`config.mk`:
```
export PLATFORM = sky130hd
export DESIGN_NAME = stroke_direction_sampler_unit
export DESIGN_NICKNAME = d
export VERILOG_FILES = /design/src/sv/sds_pkg.sv /design/src/sv/sds_cfg_regs.sv /design/src/sv/sds_sector.sv /design/src/sv/sds_step.sv /design/src/sv/stroke_direction_sampler_unit.sv
export SDC_FILE = /design/constraint.sdc
export NUM_CORES = 1
export LEC_CHECK = 0
export BUFFER_PORTS_ARGS = -buffer_cell sky130_fd_sc_hd__buf_2
export CORE_MARGIN = 2
export CORE_UTILIZATION = 44
export CTS_BUF_LIST = sky130_fd_sc_hd__clkbuf_16
export CTS_CLUSTER_SIZE = 10
export DETAILED_ROUTE_END_ITERATION = 8
export PLACE_DENSITY = 0.67
export SLEW_MARGIN = 5
export SYNTH_ARGS = -nofsm -noshare
export SYNTH_HDL_FRONTEND = slang
export SYNTH_SLANG_ARGS = --single-unit
```
`constraint.sdc`:
```
create_clock -name clk -period 17.99 [get_ports clk]
set_clock_uncertainty 0.1 [all_clocks]
set_input_delay 2.6985 -clock clk [delete_from_list [all_inputs] [get_ports clk]]
set_output_delay 2.6985 -clock clk [all_outputs]
set_load 0.02 [all_outputs]
```
`src/sv/sds_pkg.sv`:
```
package sds_pkg;

  localparam int THR_W      = 19;
  localparam int SHIFT_W    = 2;
  localparam int CFG_DATA_W = 19;
  localparam int CFG_IDX_W  = 1;
  localparam int DIR_W      = 4;

  localparam logic [THR_W-1:0]   THR_RESET   = THR_W'(1024);
  localparam logic [SHIFT_W-1:0] SHIFT_RESET = SHIFT_W'(1);

  // register indexes on the configuration port
  localparam logic [CFG_IDX_W-1:0] REG_MIN_STEP_DIST_SQ = 1'b0;
  localparam logic [CFG_IDX_W-1:0] REG_SCALE_SHIFT      = 1'b1;

  // event kinds
  localparam logic OP_PRESS  = 1'b0;
  localparam logic OP_MOTION = 1'b1;

  typedef struct packed {
    logic load_anchor;
    logic clear_count;
    logic bump_count;
  } step_ctl_t;

endpackage

```
`src/sv/sds_cfg_regs.sv`:
```
module sds_cfg_regs (
  input  logic                                   clk,
  input  logic                                   rst,
  input  logic                                   cfg_valid,
  output logic                                   cfg_ready,
  input  logic [sds_pkg::CFG_IDX_W-1:0]          cfg_index,
  input  logic [sds_pkg::CFG_DATA_W-1:0]         cfg_data,
  output logic [sds_pkg::THR_W-1:0]              min_step_dist_sq,
  output logic [sds_pkg::SHIFT_W-1:0]            scale_shift
);

  assign cfg_ready = 1'b1;

  always_ff @(posedge clk) begin
    if (rst) begin
      min_step_dist_sq <= sds_pkg::THR_RESET;
      scale_shift      <= sds_pkg::SHIFT_RESET;
    end else if (cfg_valid && cfg_ready) begin
      unique case (cfg_index)
        sds_pkg::REG_MIN_STEP_DIST_SQ: begin
          min_step_dist_sq <= cfg_data[sds_pkg::THR_W-1:0];
        end
        sds_pkg::REG_SCALE_SHIFT: begin
          scale_shift <= cfg_data[sds_pkg::SHIFT_W-1:0];
        end
        default: begin
        end
      endcase
    end
  end

endmodule

```
`src/sv/sds_sector.sv`:
```
module sds_sector #(
  parameter int COORD_BITS = 9
) (
  input  logic signed [COORD_BITS:0]       dx,
  input  logic signed [COORD_BITS:0]       dy,
  output logic        [sds_pkg::DIR_W-1:0] direction
);

  localparam int SW = COORD_BITS + 5;

  logic signed [SW-1:0] ax, ay, fx, fy, fx5, fy5;
  logic                 neg_y, neg_x;
  logic [1:0]           slope_cnt;

  always_comb begin
    ax    = SW'(dx);
    ay    = SW'(dy);
    neg_y = ay < 0;
    if (neg_y) begin
      ax = -ax;
      ay = -ay;
    end
    neg_x = ax < 0;
    // rotate the left half-plane into the first quadrant
    if (neg_x) begin
      fx = ay;
      fy = -ax;
    end else begin
      fx = ax;
      fy = ay;
    end
    fx5 = (fx <<< 2) + fx;
    fy5 = (fy <<< 2) + fy;
    slope_cnt = 2'((fy <<< 1) > fx5) + 2'(fy > fx) + 2'(fy5 > (fx <<< 1));
    direction = {neg_y, neg_x, slope_cnt};
  end

endmodule

```
`src/sv/sds_step.sv`:
```
module sds_step #(
  parameter int COORD_BITS   = 9,
  parameter int MAX_SEGMENTS = 32
) (
  input  logic                            op,
  input  logic [COORD_BITS-1:0]           x_pos,
  input  logic [COORD_BITS-1:0]           y_pos,
  input  logic [COORD_BITS-1:0]           anchor_x,
  input  logic [COORD_BITS-1:0]           anchor_y,
  input  logic [COORD_BITS-1:0]           min_x,
  input  logic [COORD_BITS-1:0]           max_x,
  input  logic [COORD_BITS-1:0]           min_y,
  input  logic [COORD_BITS-1:0]           max_y,
  input  logic [$clog2(MAX_SEGMENTS+1)-1:0] segment_count,
  input  logic [sds_pkg::THR_W-1:0]       min_step_dist_sq,
  input  logic [sds_pkg::SHIFT_W-1:0]     scale_shift,
  output sds_pkg::step_ctl_t              ctl,
  output logic [COORD_BITS-1:0]           min_x_next,
  output logic [COORD_BITS-1:0]           max_x_next,
  output logic [COORD_BITS-1:0]           min_y_next,
  output logic [COORD_BITS-1:0]           max_y_next,
  output logic signed [COORD_BITS+3:0]    step_dx,
  output logic signed [COORD_BITS+3:0]    step_dy,
  output logic [sds_pkg::DIR_W-1:0]       direction
);

  localparam int CW    = $clog2(MAX_SEGMENTS + 1);
  localparam int SQ_W  = 2 * COORD_BITS + 1;
  localparam int DW    = (SQ_W > sds_pkg::THR_W) ? SQ_W : sds_pkg::THR_W;

  logic signed [COORD_BITS:0]   dx, dy;
  logic        [COORD_BITS-1:0] adx, ady;
  logic        [DW-1:0]         dist_sq;
  logic                         full, record;
  logic signed [COORD_BITS+3:0] sdx, sdy;
  logic        [sds_pkg::DIR_W-1:0] sector;

  assign full = segment_count == CW'(MAX_SEGMENTS);
  assign dx   = $signed({1'b0, x_pos}) - $signed({1'b0, anchor_x});
  assign dy   = $signed({1'b0, y_pos}) - $signed({1'b0, anchor_y});
  assign adx  = dx[COORD_BITS] ? COORD_BITS'(-dx) : dx[COORD_BITS-1:0];
  assign ady  = dy[COORD_BITS] ? COORD_BITS'(-dy) : dy[COORD_BITS-1:0];
  assign dist_sq = DW'(adx * adx) + DW'(ady * ady);

  assign record = (op == sds_pkg::OP_MOTION) && !full && (dist_sq >= DW'(min_step_dist_sq));

  assign sdx = (COORD_BITS + 4)'(dx) <<< scale_shift;
  assign sdy = (COORD_BITS + 4)'(dy) <<< scale_shift;

  // scaling by a power of two leaves the sector unchanged
  sds_sector #(.COORD_BITS(COORD_BITS)) u_sector (
    .dx        (dx),
    .dy        (dy),
    .direction (sector)
  );

  always_comb begin
    min_x_next = min_x;
    max_x_next = max_x;
    min_y_next = min_y;
    max_y_next = max_y;
    if (op == sds_pkg::OP_PRESS) begin
      min_x_next = x_pos;
      max_x_next = x_pos;
      min_y_next = y_pos;
      max_y_next = y_pos;
    end else if (!full) begin
      if (x_pos > max_x) begin
        max_x_next = x_pos;
      end else if (x_pos < min_x) begin
        min_x_next = x_pos;
      end
      if (y_pos > max_y) begin
        max_y_next = y_pos;
      end else if (y_pos < min_y) begin
        min_y_next = y_pos;
      end
    end
  end

  always_comb begin
    ctl.load_anchor = (op == sds_pkg::OP_PRESS) || record;
    ctl.clear_count = op == sds_pkg::OP_PRESS;
    ctl.bump_count  = record;
    step_dx   = record ? sdx : '0;
    step_dy   = record ? sdy : '0;
    direction = record ? sector : '0;
  end

endmodule

```
`src/sv/stroke_direction_sampler_unit.sv`:
```
// channel | signals                               | role
// in      | in_valid, in_ready, op, x_pos, y_pos  | pointer events
// out     | out_valid, out_ready, accepted ..     | one result per event
// cfg     | cfg_valid, cfg_ready, cfg_index, data | register writes
//
// One event per cycle sustained while out_ready holds. A transferred event
// waits in the input register, then goes through the step logic (two
// squares, add, compare and sector decode) into the result register.
// Stroke state updates at the same edge that loads the result, so the next
// event always sees it. A stalled output holds the result and the input
// register fills, then in_ready drops. Reset clears state and both stages.
module stroke_direction_sampler_unit #(
  parameter int COORD_BITS   = 9,
  parameter int MAX_SEGMENTS = 32
) (
  input  logic                                clk,
  input  logic                                rst,
  input  logic                                in_valid,
  output logic                                in_ready,
  input  logic                                op,
  input  logic [COORD_BITS-1:0]               x_pos,
  input  logic [COORD_BITS-1:0]               y_pos,
  output logic                                out_valid,
  input  logic                                out_ready,
  output logic                                accepted,
  output logic [((MAX_SEGMENTS > 1) ? $clog2(MAX_SEGMENTS) : 1)-1:0] segment_index,
  output logic signed [COORD_BITS+3:0]        step_dx,
  output logic signed [COORD_BITS+3:0]        step_dy,
  output logic [sds_pkg::DIR_W-1:0]           direction,
  output logic [COORD_BITS-1:0]               box_min_x,
  output logic [COORD_BITS-1:0]               box_max_x,
  output logic [COORD_BITS-1:0]               box_min_y,
  output logic [COORD_BITS-1:0]               box_max_y,
  input  logic                                cfg_valid,
  output logic                                cfg_ready,
  input  logic [sds_pkg::CFG_IDX_W-1:0]       cfg_index,
  input  logic [sds_pkg::CFG_DATA_W-1:0]      cfg_data
);

  localparam int CW    = $clog2(MAX_SEGMENTS + 1);
  localparam int IDX_W = (MAX_SEGMENTS > 1) ? $clog2(MAX_SEGMENTS) : 1;

  logic [sds_pkg::THR_W-1:0]   min_step_dist_sq;
  logic [sds_pkg::SHIFT_W-1:0] scale_shift;

  logic                  in_full;
  logic                  in_op;
  logic [COORD_BITS-1:0] in_x, in_y;
  logic                  adv;

  logic [COORD_BITS-1:0] anchor_x, anchor_y;
  logic [COORD_BITS-1:0] min_x, max_x, min_y, max_y;
  logic [CW-1:0]         segment_count;

  sds_pkg::step_ctl_t           ctl;
  logic [COORD_BITS-1:0]        min_x_next, max_x_next, min_y_next, max_y_next;
  logic signed [COORD_BITS+3:0] sdx, sdy;
  logic [sds_pkg::DIR_W-1:0]    dir;

  sds_cfg_regs u_cfg (
    .clk              (clk),
    .rst              (rst),
    .cfg_valid        (cfg_valid),
    .cfg_ready        (cfg_ready),
    .cfg_index        (cfg_index),
    .cfg_data         (cfg_data),
    .min_step_dist_sq (min_step_dist_sq),
    .scale_shift      (scale_shift)
  );

  sds_step #(.COORD_BITS(COORD_BITS), .MAX_SEGMENTS(MAX_SEGMENTS)) u_step (
    .op               (in_op),
    .x_pos            (in_x),
    .y_pos            (in_y),
    .anchor_x         (anchor_x),
    .anchor_y         (anchor_y),
    .min_x            (min_x),
    .max_x            (max_x),
    .min_y            (min_y),
    .max_y            (max_y),
    .segment_count    (segment_count),
    .min_step_dist_sq (min_step_dist_sq),
    .scale_shift      (scale_shift),
    .ctl              (ctl),
    .min_x_next       (min_x_next),
    .max_x_next       (max_x_next),
    .min_y_next       (min_y_next),
    .max_y_next       (max_y_next),
    .step_dx          (sdx),
    .step_dy          (sdy),
    .direction        (dir)
  );

  // advance the held event when the result register is free or being drained
  assign adv      = in_full && (!out_valid || out_ready);
  assign in_ready = !in_full || adv;

  always_ff @(posedge clk) begin
    if (rst) begin
      in_full <= 1'b0;
    end else if (in_valid && in_ready) begin
      in_full <= 1'b1;
    end else if (adv) begin
      in_full <= 1'b0;
    end
  end

  always_ff @(posedge clk) begin
    if (in_valid && in_ready) begin
      in_op <= op;
      in_x  <= x_pos;
      in_y  <= y_pos;
    end
  end

  always_ff @(posedge clk) begin
    if (rst) begin
      anchor_x      <= '0;
      anchor_y      <= '0;
      min_x         <= '0;
      max_x         <= '0;
      min_y         <= '0;
      max_y         <= '0;
      segment_count <= '0;
    end else if (adv) begin
      min_x <= min_x_next;
      max_x <= max_x_next;
      min_y <= min_y_next;
      max_y <= max_y_next;
      if (ctl.load_anchor) begin
        anchor_x <= in_x;
        anchor_y <= in_y;
      end
      if (ctl.clear_count) begin
        segment_count <= '0;
      end else if (ctl.bump_count) begin
        segment_count <= segment_count + CW'(1);
      end
    end
  end

  always_ff @(posedge clk) begin
    if (rst) begin
      out_valid <= 1'b0;
    end else if (adv) begin
      out_valid <= 1'b1;
    end else if (out_ready) begin
      out_valid <= 1'b0;
    end
  end

  always_ff @(posedge clk) begin
    if (adv) begin
      accepted      <= ctl.bump_count;
      segment_index <= ctl.bump_count ? segment_count[IDX_W-1:0] : '0;
      step_dx       <= sdx;
      step_dy       <= sdy;
      direction     <= dir;
      box_min_x     <= min_x_next;
      box_max_x     <= max_x_next;
      box_min_y     <= min_y_next;
      box_max_y     <= max_y_next;
    end
  end

endmodule

```
## Word level (Yosys, flattened, before mapping)

Index checks and enable logic that the tools add are counted.

- Shift operators: 2
- Order comparisons: 10
- Reductions and logical operators: 16
- Add/sub/neg operators: 13
- Eq/ne operators: 2
- Multipliers: 2
- Bitwise operators: 2
- Mux-type cells: 26

Operator list:

| cell | count |
|---|---|
| $mux 9 | 16 |
| $mux 14 | 4 |
| $gt 14x14->1 | 3 |
| $mul 9x9->18 | 2 |
| $add 14x14->14 | 2 |
| $neg 10->14 | 2 |
| $sshl 10x2->13 | 2 |
| $sub 9x9->10 | 2 |
| $add 18x18->19 | 1 |
| $ge 19x19->1 | 1 |
| $gt 9x9->1 | 2 |
| $lt 9x9->1 | 2 |
| $neg 9->9 | 2 |
| $lt 14x1->1 const B | 1 |
| $neg 14->14 | 1 |
| $mux 6 | 2 |
| $lt 10x1->1 const B | 1 |
| $reduce_and 2->1 | 4 |
| $add 6x1->6 const B | 1 |
| $eq 6x6->1 const B | 1 |
| $logic_and 1x1->1 | 4 |
| $mux 1 | 4 |
| $reduce_bool 2->1 | 2 |
| $logic_not 1->1 | 3 |
| other kinds (5) | 8 |

- Register bits: 174
- Logic and storage cells: 96
- Input bits: 44

## Longest topological paths before layout

- Word-level depth: 9
- Gate-level depth with buffers: 42
- Mapped depth without buffers: 41

## Modules after synthesis

From an unflattened synthesis, not the netlist that was laid out.

- Cells, all modules: 1975
- Area total of the unflattened synthesis: 17859.6 um^2

By module, submodules not included:

| module | area an instance (um^2) | instances | cells an instance | sequential area each (um^2) |
|---|---|---|---|---|
| sds_step | 8341.8 | 1 | 1045 | 0.0 |
| stroke_direction_sampler_unit | 5331.4 | 1 | 400 | 3973.8 |
| sds_sector | 3220.6 | 1 | 434 | 0.0 |
| sds_cfg_regs | 965.9 | 1 | 96 | 420.4 |

## Least setup slack after synthesis

OpenSTA, ideal clock, no wires.

- Path type: register -> register
- From: register in_y[0]
- To: register step_dx[10], data pin
- Arrival time: 8.906 ns
- Slack: 8.718 ns
- Path buffers: 3
- Stages on the path, launching flop included: 38
- Required time: 17.624 ns
- Cell sequence: edfxtp_1 -> inv_1 -> ha_1 -> inv_1 -> fa_1 -> xor2_1 -> or3_1 -> or3_1 -> o31ai_1 -> xor2_1 -> buf_4 -> or2_2 -> inv_1 -> fa_1 -> fa_1 -> inv_1 -> fa_1 -> inv_1 -> [2 not listed] -> inv_1 -> fa_1 -> inv_1 -> ha_1 -> or2_2 -> a31oi_1 -> xnor2_1 -> ha_1 -> a21oi_1 -> nor2b_1 -> o21ai_0 -> o21ai_0 -> o211ai_1 -> a41oi_1 -> nand3_1 -> buf_2 -> buf_1 -> nor2_1

- Word-level cells in the longest chain between the ends: 7

Ends and longest elaborated chain:

| item | RTL line | source |
|---|---|---|
| start: declaration | stroke_direction_sampler_unit.sv:48 | `logic [COORD_BITS-1:0] in_x, in_y;` |
| start signal: assignment | stroke_direction_sampler_unit.sv:112 | `in_y <= y_pos;` |
| $sub 9x9->10 (*) | sds_step.sv:40 | `assign dy = $signed({1'b0, y_pos}) - $signed({1'b0, anchor_y});` |
| $neg 9->9 | sds_step.sv:42 | `assign ady = dy[COORD_BITS] ? COORD_BITS'(-dy) : dy[COORD_BITS-1:0];` |
| $mux 9 (*) | sds_step.sv:42 |  |
| $mul 9x9->18 (*) | sds_step.sv:43 | `assign dist_sq = DW'(adx * adx) + DW'(ady * ady);` |
| $add 18x18->19 (*) | sds_step.sv:43 |  |
| $ge 19x19->1 (*) | sds_step.sv:45 | `assign record = (op == sds_pkg::OP_MOTION) && !full && (dist_sq >= DW'(min_step_dist_sq));` |
| $logic_and 1x1->1 (*) | sds_step.sv:45 |  |
| end signal: assignment | stroke_direction_sampler_unit.sv:156 | `step_dx <= sdx;` |
| end: declaration | stroke_direction_sampler_unit.sv:27 | `output logic signed [COORD_BITS+3:0] step_dx,` |

Every way passes the cells marked *; elsewhere a longest branch is shown, timed or not.
A chain may end at the register's enable or synchronous reset.

## Final worst setup path

- From: register in_x[0]
- To: register direction[1] in the netlist's numbering, data pin

RTL lines:

| item | RTL line | source |
|---|---|---|
| start: declaration | stroke_direction_sampler_unit.sv:48 |  |
| start signal: assignment | stroke_direction_sampler_unit.sv:111 | `in_x <= x_pos;` |
| $sub 9x9->10 (*) | sds_step.sv:39 | `assign dx = $signed({1'b0, x_pos}) - $signed({1'b0, anchor_x});` |
| $neg 9->9 | sds_step.sv:41 | `assign adx = dx[COORD_BITS] ? COORD_BITS'(-dx) : dx[COORD_BITS-1:0];` |
| $mux 9 (*) | sds_step.sv:41 |  |
| $mul 9x9->18 (*) | sds_step.sv:43 |  |
| $add 18x18->19 (*) | sds_step.sv:43 |  |
| $ge 19x19->1 (*) | sds_step.sv:45 |  |
| $logic_and 1x1->1 (*) | sds_step.sv:45 |  |
| net u_step.record | sds_step.sv:34 | `logic full, record;` |
| end signal: assignment | stroke_direction_sampler_unit.sv:158 | `direction <= dir;` |
| end: declaration | stroke_direction_sampler_unit.sv:29 | `output logic [sds_pkg::DIR_W-1:0] direction,` |

Mark *: on every way through the listed nets, which the timed path passes. The rest lies on a longest branch.

==> results.toml <==
[outcome]
run_status = "completed"

[finish]
final_net_count = 2225
post_route_cells_drive_above_1_share = 0.127
fin_util = 0.490
finish.cell_count_without_fillers = 2365
area.growth.synth_to_final_pct = 10.2
num_antenna_cells = 0

[synth]
synth_fa_ha_area_frac = 0.278
synth.cell_area_um2 = 16200
synth_xor_xnor_area_share = 0.0483
main_combinational_cell_family_by_area_after_synthesis = "adder cells"
ys_async_sr_fraction = 0
synth-edff-count = 90
synth_area_in_compound_gates = 0.133
synth_sequential_area_ratio = 0.269
synthesis.area_per_instance_um2 = 9.06
yosys_register_bits = 173
dominant_register_cell_in_the_synthesized_netlist = "sky130_fd_sc_hd__edfxtp_1"
syn_inst = 1789
muxShareOfSynthArea = 0.0496
post_synth_and_or_nand_nor_area_fraction = 0.138
ys.warnings.count = 0
yosysUniqueCellTypes = 81

[route]
via_per_inst = 5.30
met3RoutedLength_um = 1520
dr_wl_met2_um = 18700
totalWireLength_um = 38200
wl_per_cell_um = 16.2
post_route_drc = 0
via_count = 12500
dr.pass1.iters = 7
initialDrtViolationCount = 774
ant_nets = 0
met1_routed_length_um = 17200
maxUsedRoutingLayer = "met4"

[sta]
finalSetupTns_ps = 0
relSlewSlack = 0.166
finalMaxSlewViolations = 0
fin_crit_ps = 10670
finalHoldViolCount = 0
grt_setup_unrepaired = "no"
worstMarginPinSlew_ps = 1250
fin_crit_sh = 0.593
hold_ws_ps = 357
achievable-frequency_mhz = 93.7
setup_viol = 0

[critical_path]
timing.critical_path.to_type = "flip-flop"
cp.depth = 39
timing_worst_setup_path_type = "flip-flop to flip-flop"
startpoint_type = "flip-flop"
timing.critical_path.slowest_stage_cell = "sky130_fd_sc_hd__xor2_1"
cp_top_family = "adder cells"
worstPathArrival_ps = 10780
critical-path-top-cell-by-count = "sky130_fd_sc_hd__inv_1"
cp_slowest_stage_delay_ps = 890
reg2reg_depth = 39
path_max_fanout = 30
path_buf_inv = 10
required_ps = 18100

[clocking]
clock_tree.htree_level_count = 4
post_cts_hold_buffer_count = 0
post_cts_resize_count = 0
clk_transition_reported_paths_ps = 70
postCtsSetupBuffers = 0
maximum_clock_path_buffer_count = 2
worstSkewPairLatency_ps = 450
root_buffer = "sky130_fd_sc_hd__clkbuf_16"
cts_inserted_buffers = 17
cts_sinks = 173
cts_tree = "done"

[hold_path]
min_path_cells = 2
hold_path_class = "flip-flop to flip-flop"

[grt]
globalRoute.totalOverflow = 0
antenna_found_initial = 0
pin_count_of_the_biggest_net_entering_global_routing = 83
grt_first_pass_wirelength_um = 63400
via_count_of_the_first_global_routing_pass = 12800
grt_usage = 0.206

[placed_design]
place_congestion = 0.857
hpwl_after_dpl_um = 29500
dp_cells = 2333
port-buffer-count = 117

[floorplan]
start_util = 0.445
core_um2 = 36400
total_die_area_um2 = 38400
fp.dieW_um = 196
top_level_ports = 119
placementRows = 70
die_h_um = 196

[job]
max-cap-violations = 0
-- routing by layer --
layer | vias to the layer above | track usage
met5 | - | 0
met4 | 0 | 0.0626
met3 | 51 | 0.0268
met2 | 264 | 0.353
met1 | 6031 | 0.270
li1 | 6200 | -
-- metrics by stage --
stage / cell area [um2] / worst slack, ps
CTS: 17900 / 7350
global placement: 17300 / 7560
detailed placement: 17300 / 7390
floorplan: 16200 / 8720
finish: 17900 / 7320
global route: 17900 / 6330
-- cell usage after synthesis (all sizes together) (3+ instances only) --
master,count,area [um2]
and2,12,75.1
a21boi,4,33.8
nand2,114,428
mux2i,51,510
nor4,7,58.8
nor2,185,702
o21ai,90,454
a31oi,12,81.3
and3,9,56.3
or3,8,50.1
o211ai,12,100
fa,105,2100
o31ai,4,35.0
buf,30,176
nand2b,18,113
or2,17,106
a211oi,19,148
o2111ai,3,26.3
mux4,5,113
nor3,15,75.1
ha,192,2400
xnor2,54,473
a21o,24,180
o21a,15,113
mux2,16,180
nor2b,32,203
edfxtp,90,2700
o311ai,3,43.8
inv,274,1030
dfxtp,83,1660
a21oi,114,586
nand4,16,100
o31a,3,26.3
nand3,40,200
xor2,28,287
clkbuf,39,146
o21bai,11,82.6
-- path summary, 6_finish.rpt --
path                                   from                        end  slack (ps)
setup / recovery                    in_x[0]               direction[1]        7320
hold / removal    u_cfg.min_step_dist_sq[4]  u_cfg.min_step_dist_sq[4]         360
setup reg to reg                    in_x[0]               direction[1]        7320
hold reg to reg   u_cfg.min_step_dist_sq[4]  u_cfg.min_step_dist_sq[4]         360
-- logic make-up after synthesis --
family | after synthesis
AND/OR/NAND/NOR | 481
buffers and inverters | 343
AO/OA/AOI/OAI | 338
adder cells (fa/ha/maj) | 297
flip-flops | 173
XOR/XNOR | 83
multiplexers | 72
other | 2
-- placed cells by master (no fill, tap or decap), types with 12 or more instances in the layout --
| master | instances |
|---|---|
| sky130_fd_sc_hd__nand2b_1 | 18 |
| sky130_fd_sc_hd__dfxtp_1 | 83 |
| sky130_fd_sc_hd__nor2b_1 | 31 |
| sky130_fd_sc_hd__o21a_1 | 15 |
| sky130_fd_sc_hd__clkbuf_16 | 17 |
| sky130_fd_sc_hd__edfxtp_1 | 90 |
| sky130_fd_sc_hd__buf_2 | 117 |
| sky130_fd_sc_hd__a21oi_1 | 110 |
| sky130_fd_sc_hd__and2_1 | 12 |
| sky130_fd_sc_hd__o21ai_0 | 84 |
| sky130_fd_sc_hd__a211oi_1 | 18 |
| sky130_fd_sc_hd__nand4_1 | 16 |
| sky130_fd_sc_hd__nand2_1 | 114 |
| sky130_fd_sc_hd__mux2_2 | 16 |
| sky130_fd_sc_hd__or2_2 | 16 |
| sky130_fd_sc_hd__nor3_1 | 15 |
| sky130_fd_sc_hd__xnor2_1 | 54 |
| sky130_fd_sc_hd__fa_1 | 105 |
| sky130_fd_sc_hd__mux2i_1 | 51 |
| sky130_fd_sc_hd__ha_1 | 192 |
| sky130_fd_sc_hd__buf_4 | 21 |
| sky130_fd_sc_hd__a21o_1 | 24 |
| sky130_fd_sc_hd__nor2_1 | 182 |
| sky130_fd_sc_hd__nand3_1 | 40 |
| sky130_fd_sc_hd__inv_1 | 269 |
| sky130_fd_sc_hd__xor2_1 | 24 |
-- final cells by class --
type | instances | area (um2)
Clock buffer | 17 | 425
Clock inverter | 15 | 181
Fill cell | 3448 | 18600
Inverter | 274 | 1030
Multi-Input combinational cell | 1280 | 10500
Sequential cell | 173 | 4360
Tap cell | 468 | 586
Timing Repair Buffer | 138 | 743
-- state kept, by name (all words and copies together) (netlist names), 2 cells and up --
signal                  cells
u_cfg.min_step_dist_sq     19
step_dx                    13
step_dy                    13
anchor_x                    9
anchor_y                    9
box_max_x                   9
box_max_y                   9
box_min_x                   9
box_min_y                   9
in_x                        9
in_y                        9
max_x                       9
max_y                       9
min_x                       9
min_y                       9
segment_count               6
segment_index               5
direction                   3
u_cfg.scale_shift           2
-- worst reg2reg max path, delay by kind of cell (launching register included) --
kind / cells / cell delay [ps]
adders and majority gates: 10 / 4270
AOI/OAI and AO/OA: 9 / 1870
xor gates and xnor gates: 3 / 1520
and+or+nand+nor: 7 / 1150
buffers and inverters: 10 / 1070
DFF: 1 / 460
Power is left out: the tool's default activity adds up to more than one toggle a clock period on the data nets, which glitch-free logic cannot reach.
